<file path="src/rtl/ess_pkg.sv">
// shared types and constants for the elevator seek scheduler
// no dependencies

package ess_pkg;

    localparam int MAX_REQUESTS = 16;
    localparam int TRACK_W      = 12;
    localparam int TOTAL_W      = 16;
    localparam int CNT_W        = $clog2(MAX_REQUESTS + 1);
    localparam int IDX_W        = (MAX_REQUESTS > 1) ? $clog2(MAX_REQUESTS) : 1;
    localparam int APB_ADDR_W   = 3;
    localparam int APB_DATA_W   = 32;

    localparam logic [APB_ADDR_W-1:0] ADDR_START_TRACK = APB_ADDR_W'(0);
    localparam logic [TRACK_W-1:0]    START_RESET      = TRACK_W'(100);
    localparam logic [TOTAL_W-1:0]    TOTAL_MAX        = {TOTAL_W{1'b1}};

    typedef struct packed {
        logic [TRACK_W-1:0] track;
        logic               last;
    } req_beat_t;

    typedef struct packed {
        logic [TRACK_W-1:0] served_track;
        logic [TRACK_W-1:0] seek_distance;
        logic [TOTAL_W-1:0] total_movement;
        logic               last_served;
    } rsp_beat_t;

endpackage

</file>
<file path="src/rtl/elevator_seek_scheduler.sv">
// elevator seek scheduler: collects a batch of track requests, serves them in scan order
// request store held in a synchronous memory, scanned once per served track
// depends on ess_pkg
//
// usage: request beats (track, last) enter on req_valid/req_ready and are stored until
// a beat flagged last closes the batch; requests beyond MAX_REQUESTS are dropped, but a
// dropped last still closes the batch. no request beat is taken while a batch is served.
// each served track gives one rsp beat with the track, the seek distance, the running
// total (saturating) and last_served on the final beat of the batch.
// timing: for each result the block reads all n pending entries from the memory, one per
// cycle, through its single read port, n being the entries still pending.
// stall: while rsp_ready is low the pending result holds, the next scan still runs and
// then waits for the output register to drain.
// reset: store empty, start_track back to 100, outputs invalid. start_track is written
// over the apb port and takes effect when the next batch closes.

module elevator_seek_scheduler
    import ess_pkg::*;
(
    input  logic                  clk,
    input  logic                  rst_n,
    input  logic                  req_valid,
    output logic                  req_ready,
    input  req_beat_t             req,
    output logic                  rsp_valid,
    input  logic                  rsp_ready,
    output rsp_beat_t             rsp,
    input  logic                  psel,
    input  logic                  penable,
    input  logic                  pwrite,
    input  logic [APB_ADDR_W-1:0] paddr,
    input  logic [APB_DATA_W-1:0] pwdata,
    output logic [APB_DATA_W-1:0] prdata,
    output logic                  pready
);

    localparam logic [1:0] S_COLLECT = 2'd0;
    localparam logic [1:0] S_SCAN    = 2'd1;
    localparam logic [1:0] S_EMIT    = 2'd2;

    logic [TRACK_W-1:0] mem [MAX_REQUESTS];

    logic [1:0]         state_reg, state_next;
    logic [CNT_W-1:0]   cnt_reg, cnt_next;
    logic [TRACK_W-1:0] start_reg;
    logic [TRACK_W-1:0] head_reg, head_next;
    logic [TOTAL_W-1:0] total_reg, total_next;

    logic [IDX_W-1:0]   issue_idx_reg, issue_idx_next;
    logic               issue_done_reg, issue_done_next;
    logic               rd_vld_reg;
    logic [IDX_W-1:0]   rd_idx_reg;
    logic [TRACK_W-1:0] rd_data_reg;

    logic               up_found_reg, up_found_next;
    logic [TRACK_W-1:0] up_val_reg, up_val_next;
    logic [IDX_W-1:0]   up_idx_reg, up_idx_next;
    logic [TRACK_W-1:0] max_val_reg, max_val_next;
    logic [IDX_W-1:0]   max_idx_reg, max_idx_next;
    logic [TRACK_W-1:0] tail_val_reg, tail_val_next;

    logic               rsp_valid_reg, rsp_valid_next;
    rsp_beat_t          rsp_reg, rsp_next;

    logic               wr_en;
    logic [IDX_W-1:0]   wr_addr;
    logic [TRACK_W-1:0] wr_data;

    logic               req_fire;
    logic               cfg_wr;
    logic [IDX_W-1:0]   tail_idx;
    logic               emit_go;
    logic [TRACK_W-1:0] sel_val;
    logic [IDX_W-1:0]   sel_idx;
    logic [TRACK_W-1:0] seek_dist;
    logic [TOTAL_W:0]   sum;

    assign req_ready = (state_reg == S_COLLECT);
    assign req_fire  = req_valid && req_ready;
    assign rsp_valid = rsp_valid_reg;
    assign rsp       = rsp_reg;

    // apb register
    assign pready = 1'b1;
    assign cfg_wr = psel && penable && pwrite && (paddr == ADDR_START_TRACK);
    assign prdata = (paddr == ADDR_START_TRACK) ? APB_DATA_W'(start_reg) : '0;

    assign tail_idx  = IDX_W'(cnt_reg - CNT_W'(1));
    assign emit_go   = (state_reg == S_EMIT) && (!rsp_valid_reg || rsp_ready);
    assign sel_val   = up_found_reg ? up_val_reg : max_val_reg;
    assign sel_idx   = up_found_reg ? up_idx_reg : max_idx_reg;
    assign seek_dist = (sel_val >= head_reg) ? (sel_val - head_reg) : (head_reg - sel_val);
    assign sum       = {1'b0, total_reg} + (TOTAL_W + 1)'(seek_dist);

    always_comb
    begin
        state_next      = state_reg;
        cnt_next        = cnt_reg;
        head_next       = head_reg;
        total_next      = total_reg;
        issue_idx_next  = issue_idx_reg;
        issue_done_next = issue_done_reg;
        up_found_next   = up_found_reg;
        up_val_next     = up_val_reg;
        up_idx_next     = up_idx_reg;
        max_val_next    = max_val_reg;
        max_idx_next    = max_idx_reg;
        tail_val_next   = tail_val_reg;
        rsp_valid_next  = rsp_valid_reg && !rsp_ready;
        rsp_next        = rsp_reg;
        wr_en           = 1'b0;
        wr_addr         = cnt_reg[IDX_W-1:0];
        wr_data         = req.track;

        unique case (state_reg)
            S_COLLECT:
            begin
                if (req_fire)
                begin
                    if (cnt_reg < CNT_W'(MAX_REQUESTS))
                    begin
                        wr_en    = 1'b1;
                        cnt_next = cnt_reg + CNT_W'(1);
                    end
                    if (req.last)
                    begin
                        head_next       = start_reg;
                        total_next      = '0;
                        issue_idx_next  = '0;
                        issue_done_next = 1'b0;
                        state_next      = S_SCAN;
                    end
                end
            end
            S_SCAN:
            begin
                if (!issue_done_reg)
                begin
                    issue_idx_next = issue_idx_reg + IDX_W'(1);
                    if (issue_idx_reg == tail_idx)
                        issue_done_next = 1'b1;
                end
                if (rd_vld_reg)
                begin
                    // nearest strictly above the head, first index on ties
                    if ((rd_data_reg > head_reg) &&
                        ((rd_idx_reg == '0) || !up_found_reg || (rd_data_reg < up_val_reg)))
                    begin
                        up_found_next = 1'b1;
                        up_val_next   = rd_data_reg;
                        up_idx_next   = rd_idx_reg;
                    end
                    else if (rd_idx_reg == '0)
                    begin
                        up_found_next = 1'b0;
                    end
                    // highest overall, last index on ties
                    if ((rd_idx_reg == '0) || (rd_data_reg >= max_val_reg))
                    begin
                        max_val_next = rd_data_reg;
                        max_idx_next = rd_idx_reg;
                    end
                    if (rd_idx_reg == tail_idx)
                    begin
                        tail_val_next = rd_data_reg;
                        state_next    = S_EMIT;
                    end
                end
            end
            S_EMIT:
            begin
                if (emit_go)
                begin
                    wr_en                      = 1'b1;
                    wr_addr                    = sel_idx;
                    wr_data                    = tail_val_reg;
                    cnt_next                   = cnt_reg - CNT_W'(1);
                    head_next                  = sel_val;
                    total_next                 = sum[TOTAL_W] ? TOTAL_MAX : sum[TOTAL_W-1:0];
                    rsp_valid_next             = 1'b1;
                    rsp_next.served_track      = sel_val;
                    rsp_next.seek_distance     = seek_dist;
                    rsp_next.total_movement    = total_next;
                    rsp_next.last_served       = (cnt_reg == CNT_W'(1));
                    issue_idx_next             = '0;
                    issue_done_next            = 1'b0;
                    state_next                 = (cnt_reg == CNT_W'(1)) ? S_COLLECT : S_SCAN;
                end
            end
            default:
            begin
                state_next = S_COLLECT;
            end
        endcase
    end

    // request store
    always_ff @(posedge clk)
    begin
        if (wr_en)
            mem[wr_addr] <= wr_data;
        rd_data_reg <= mem[issue_idx_reg];
        rd_idx_reg  <= issue_idx_reg;
    end

    always_ff @(posedge clk or negedge rst_n)
    begin
        if (!rst_n)
        begin
            state_reg      <= S_COLLECT;
            cnt_reg        <= '0;
            start_reg      <= START_RESET;
            head_reg       <= START_RESET;
            total_reg      <= '0;
            issue_idx_reg  <= '0;
            issue_done_reg <= 1'b1;
            rd_vld_reg     <= 1'b0;
            up_found_reg   <= 1'b0;
            rsp_valid_reg  <= 1'b0;
        end
        else
        begin
            state_reg      <= state_next;
            cnt_reg        <= cnt_next;
            head_reg       <= head_next;
            total_reg      <= total_next;
            issue_idx_reg  <= issue_idx_next;
            issue_done_reg <= issue_done_next;
            rd_vld_reg     <= (state_reg == S_SCAN) && !issue_done_reg;
            up_found_reg   <= up_found_next;
            rsp_valid_reg  <= rsp_valid_next;
            if (cfg_wr)
                start_reg <= pwdata[TRACK_W-1:0];
        end
    end

    always_ff @(posedge clk)
    begin
        up_val_reg   <= up_val_next;
        up_idx_reg   <= up_idx_next;
        max_val_reg  <= max_val_next;
        max_idx_reg  <= max_idx_next;
        tail_val_reg <= tail_val_next;
        rsp_reg      <= rsp_next;
    end

endmodule

</file>
<file path="config.mk">
export PLATFORM = sky130hd
export DESIGN_NAME = elevator_seek_scheduler
export DESIGN_NICKNAME = d
export VERILOG_FILES = /design/src/rtl/ess_pkg.sv /design/src/rtl/elevator_seek_scheduler.sv
export SDC_FILE = /design/constraint.sdc
export NUM_CORES = 1
export LEC_CHECK = 0
export BUFFER_PORTS_ARGS = -buffer_cell sky130_fd_sc_hd__clkbuf_2
export CAP_MARGIN = 20
export CORE_MARGIN = 4
export CORE_UTILIZATION = 60
export DETAILED_ROUTE_END_ITERATION = 6
export PLACE_DENSITY_LB_ADDON = 0.08
export SETUP_SLACK_MARGIN = 0.2
export SLEW_MARGIN = 20
export SYNTH_ARGS = -nofsm -noshare
export SYNTH_HDL_FRONTEND = slang
export SYNTH_SLANG_ARGS = --single-unit
</file>
<file path="constraint.sdc">
create_clock -name clk -period 7 [get_ports clk]
set_input_delay 1.05 -clock clk [delete_from_list [all_inputs] [get_ports clk]]
set_output_delay 1.05 -clock clk [all_outputs]
set_load 0.01 [all_outputs]
</file>
==> impl_metrics.json <==
{
  "crit_type": "reg -> reg",
  "worstPathRequired_ns": 7.40,
  "drive_above_1_share": 0.193,
  "grt_pass1_wl_mm": 54.4,
  "antenna_left": 0,
  "drtPass1Iterations": 5,
  "seq_area_frac_synth": 0.617,
  "ir_drop_v": 0.000279,
  "slew_headroom": 0.305,
  "grt_usage": 0.240,
  "dp_hpwl_mm": 23.4,
  "synth_area_leaders": "edfxtp_1 (51%), dfrtp_1 (7.4%), ha_1 (5.8%)",
  "crit_path_end_kind": "register",
  "dr.first_iter.drc_count": 731,
  "rsz0062_at_grt": "false",
  "yosys.area_share.simple": 0.0706,
  "maxCapViolations": 0,
  "die_area_mm2": 0.0298,
  "netlist_area_mm2": 0.0162,
  "rrSetupSlack_ns": 1.41,
  "vias": 9755,
  "wl_mm": 35.3,
  "post_synth.cell_area_avg_um2": 13.6,
  "layout.nets": 1414,
  "synthArstFlopShare": 0.158,
  "fillers": 1845,
  "vias_per_cell": 5.93,
  "yosysMostFrequentCell": "edfxtp_1",
  "final_area_mm2": 0.0182,
  "synthMuxAreaShare": 0.0889,
  "worstMarginPinSlew_ns": 1.04,
  "largest_reg_flops": 192,
  "insertion_delay_ns": 0.53,
  "cts_tree": "built",
  "status": "finished clean",
  "cts_made_buffers": 37,
  "initial_utilization": 0.616,
  "hold_path.class": "reg -> reg",
  "postSynthCellCount": 1191,
  "grt_max_degree": 56,
  "report.final.setup_viol": 0,
  "drv_slew": 0,
  "drcViolationCount": 0,
  "critPathLaunchType": "register",
  "synthFlopType": "edfxtp_1",
  "synth_compound_area_frac": 0.103,
  "grt_remaining_overflow": 0,
  "cp.arrival_ns": 5.99,
  "clock_sinks": 348,
  "io-pin-count": 131,
  "period_needed_ns": 5.59,
  "gp_congestion": 0.899,
  "clk_pin_slew_worst_paths_ns": 0.06,
  "core_mm2": 0.0264,
  "fin_worst_skew_ns": 0.0270,
  "leakage_nw": 7.28,
  "cts-root-buf": "clkbuf_16",
  "ctsHoldBuffers": 0,
  "hold_viol": 0,
  "fin_setup_tns_ns": 0,
  "die_y_um": 172,
  "yosysTopAreaCellShare": 0.512,
  "cts_resized": 0,
  "syn_to_final_growth_pct": 12.0,
  "grt_pass1_vias": 9769,
  "synth_top_family_by_area": "compound AO/OA/AOI/OAI gates",
  "synth_top_cells_by_count": "edfxtp_1 (277), nand2_1 (109), ha_1 (75), inv_1 (61), mux2i_1 (61)",
  "placementRows": 59,
  "cp_max_fo": 19,
  "fmax_ghz": 0.179,
  "synth_edf_count": 277,
  "ys_types": 74,
  "die_w_um": 172,
  "placed_area_mm2": 0.0169,
  "antenna_cells": 0,
  "htree_levels": 2,
  "synth_top_cell_by_area": "edfxtp_1",
  "antenna_found_initial": 0,
  "post_cts_buffers": 0,
  "period_share": 0.798,
  "clk_path_buf_depth": 3,
  "p_per_area_mw_per_mm2": 534,
  "synthAdderAreaFrac": 0.0615,
  "wl_per_cell_um": 21.5,
  "synth-xor-area-share": 0.0178,
  "ys_ff_latch": 348,
  "port-buffer-count": 89,
  "ys.warnings.count": 0
}
-- stage by stage --
| step | total power, mW | setup slack (ns) | hold WS [ns] | utilization | cells |
|---|---|---|---|---|---|
| floorplan | 6.63 | 2.04 | 0.345 | - | 1210 |
| global route | 10.4 | 0.989 | 0.520 | 0.690 | 1645 |
| detailed placement | 7.72 | 1.37 | 0.475 | 0.641 | 1577 |
| finish | 9.70 | 1.41 | 0.483 | 0.690 | 1645 |
| CTS | 9.76 | 1.38 | 0.491 | 0.690 | 1645 |
| global placement | 7.60 | 1.42 | 0.467 | 0.641 | 1577 |
-- metal layers --
layer | global-route usage | share of wire
met1 | 0.314 | 0.41
met4 | 0.0643 | 0.024
met3 | 0.0400 | 0.055
met5 | 0 | 0
met2 | 0.419 | 0.51
-- worst paths after layout --
check | start | endpoint | depth (start not counted)
worst max-delay path | up_found_reg | total_reg[9] | 18
worst max register to register | up_found_reg | total_reg[9] | 18
worst min-delay path | head_reg[11] | head_reg[11] | 2
min in group asynchronous | rst_n | total_reg[5] | 2
worst min register to register | head_reg[11] | head_reg[11] | 2
max in group asynchronous | rst_n | issue_idx_reg[0] | 2
-- cell usage in the layout, fill, tap and decap left out, drive strengths merged, types with 6 or more instances in the layout --
master  instances
xnor2          18
clkinv         15
dfrtp          48
o211ai         16
mux2           26
o21a            9
mux2i          61
edfxtp        277
mux4           24
nor3            7
nor2b           6
nand4          12
a22oi          13
dfstp           7
a22o           15
nor2           51
nand3          10
a21o           28
or2             6
clkbuf        133
o21ai          55
conb           21
ha             75
bufinv          6
inv            62
nand2b         10
a21oi          49
nand2         110
buf            17
a31oi          11
a221oi         12
a211oi         10
xor2           15
dfxtp          16
and2           14
-- critical path, stage by stage, from the launching register on --
cell and delay (ns):
dfrtp_1 0.66, buf_4 0.29, mux2i_1 0.45, inv_1 0.18
ha_1 0.35, nand3_1 0.10, a21oi_1 0.19, o211ai_2 0.11
a31oi_4 0.54, mux2_1 0.40, a31oi_1 0.21, xnor2_1 0.25
ha_1 0.41, nand2_1 0.13, nand3_1 0.11, o211ai_2 0.28
or2_1 0.41, nand2_1 0.16, a22o_1 0.24
-- cell families after synthesis --
logic type	Yosys count
xor gates and xnor gates	33
other	2
adders and majority gates	78
AOI/OAI and AO/OA	240
and+or+nand+nor	244
DFF	348
buffers and inverters	135
muxes	111
-- power breakdown --
group          internal, mW  total [mW]  switching (mW)
Clock                  1.23        2.03           0.798
Combinational          1.81        4.47            2.66
Sequential             2.87        3.20           0.324
Total                  5.92        9.70            3.78
-- final cells by class --
class / count / area (um^2) / area share
clock buffers: 44 / 983 / 0.0541
clock inverters: 24 / 293 / 0.0161
inverters: 61 / 229 / 0.0126
multi-input cells: 727 / 5660 / 0.311
flip-flops and latches: 348 / 10000 / 0.552
well taps: 335 / 419 / 0.0231
repair buffers: 106 / 573 / 0.0315
Power figures use the tool's default switching activity.
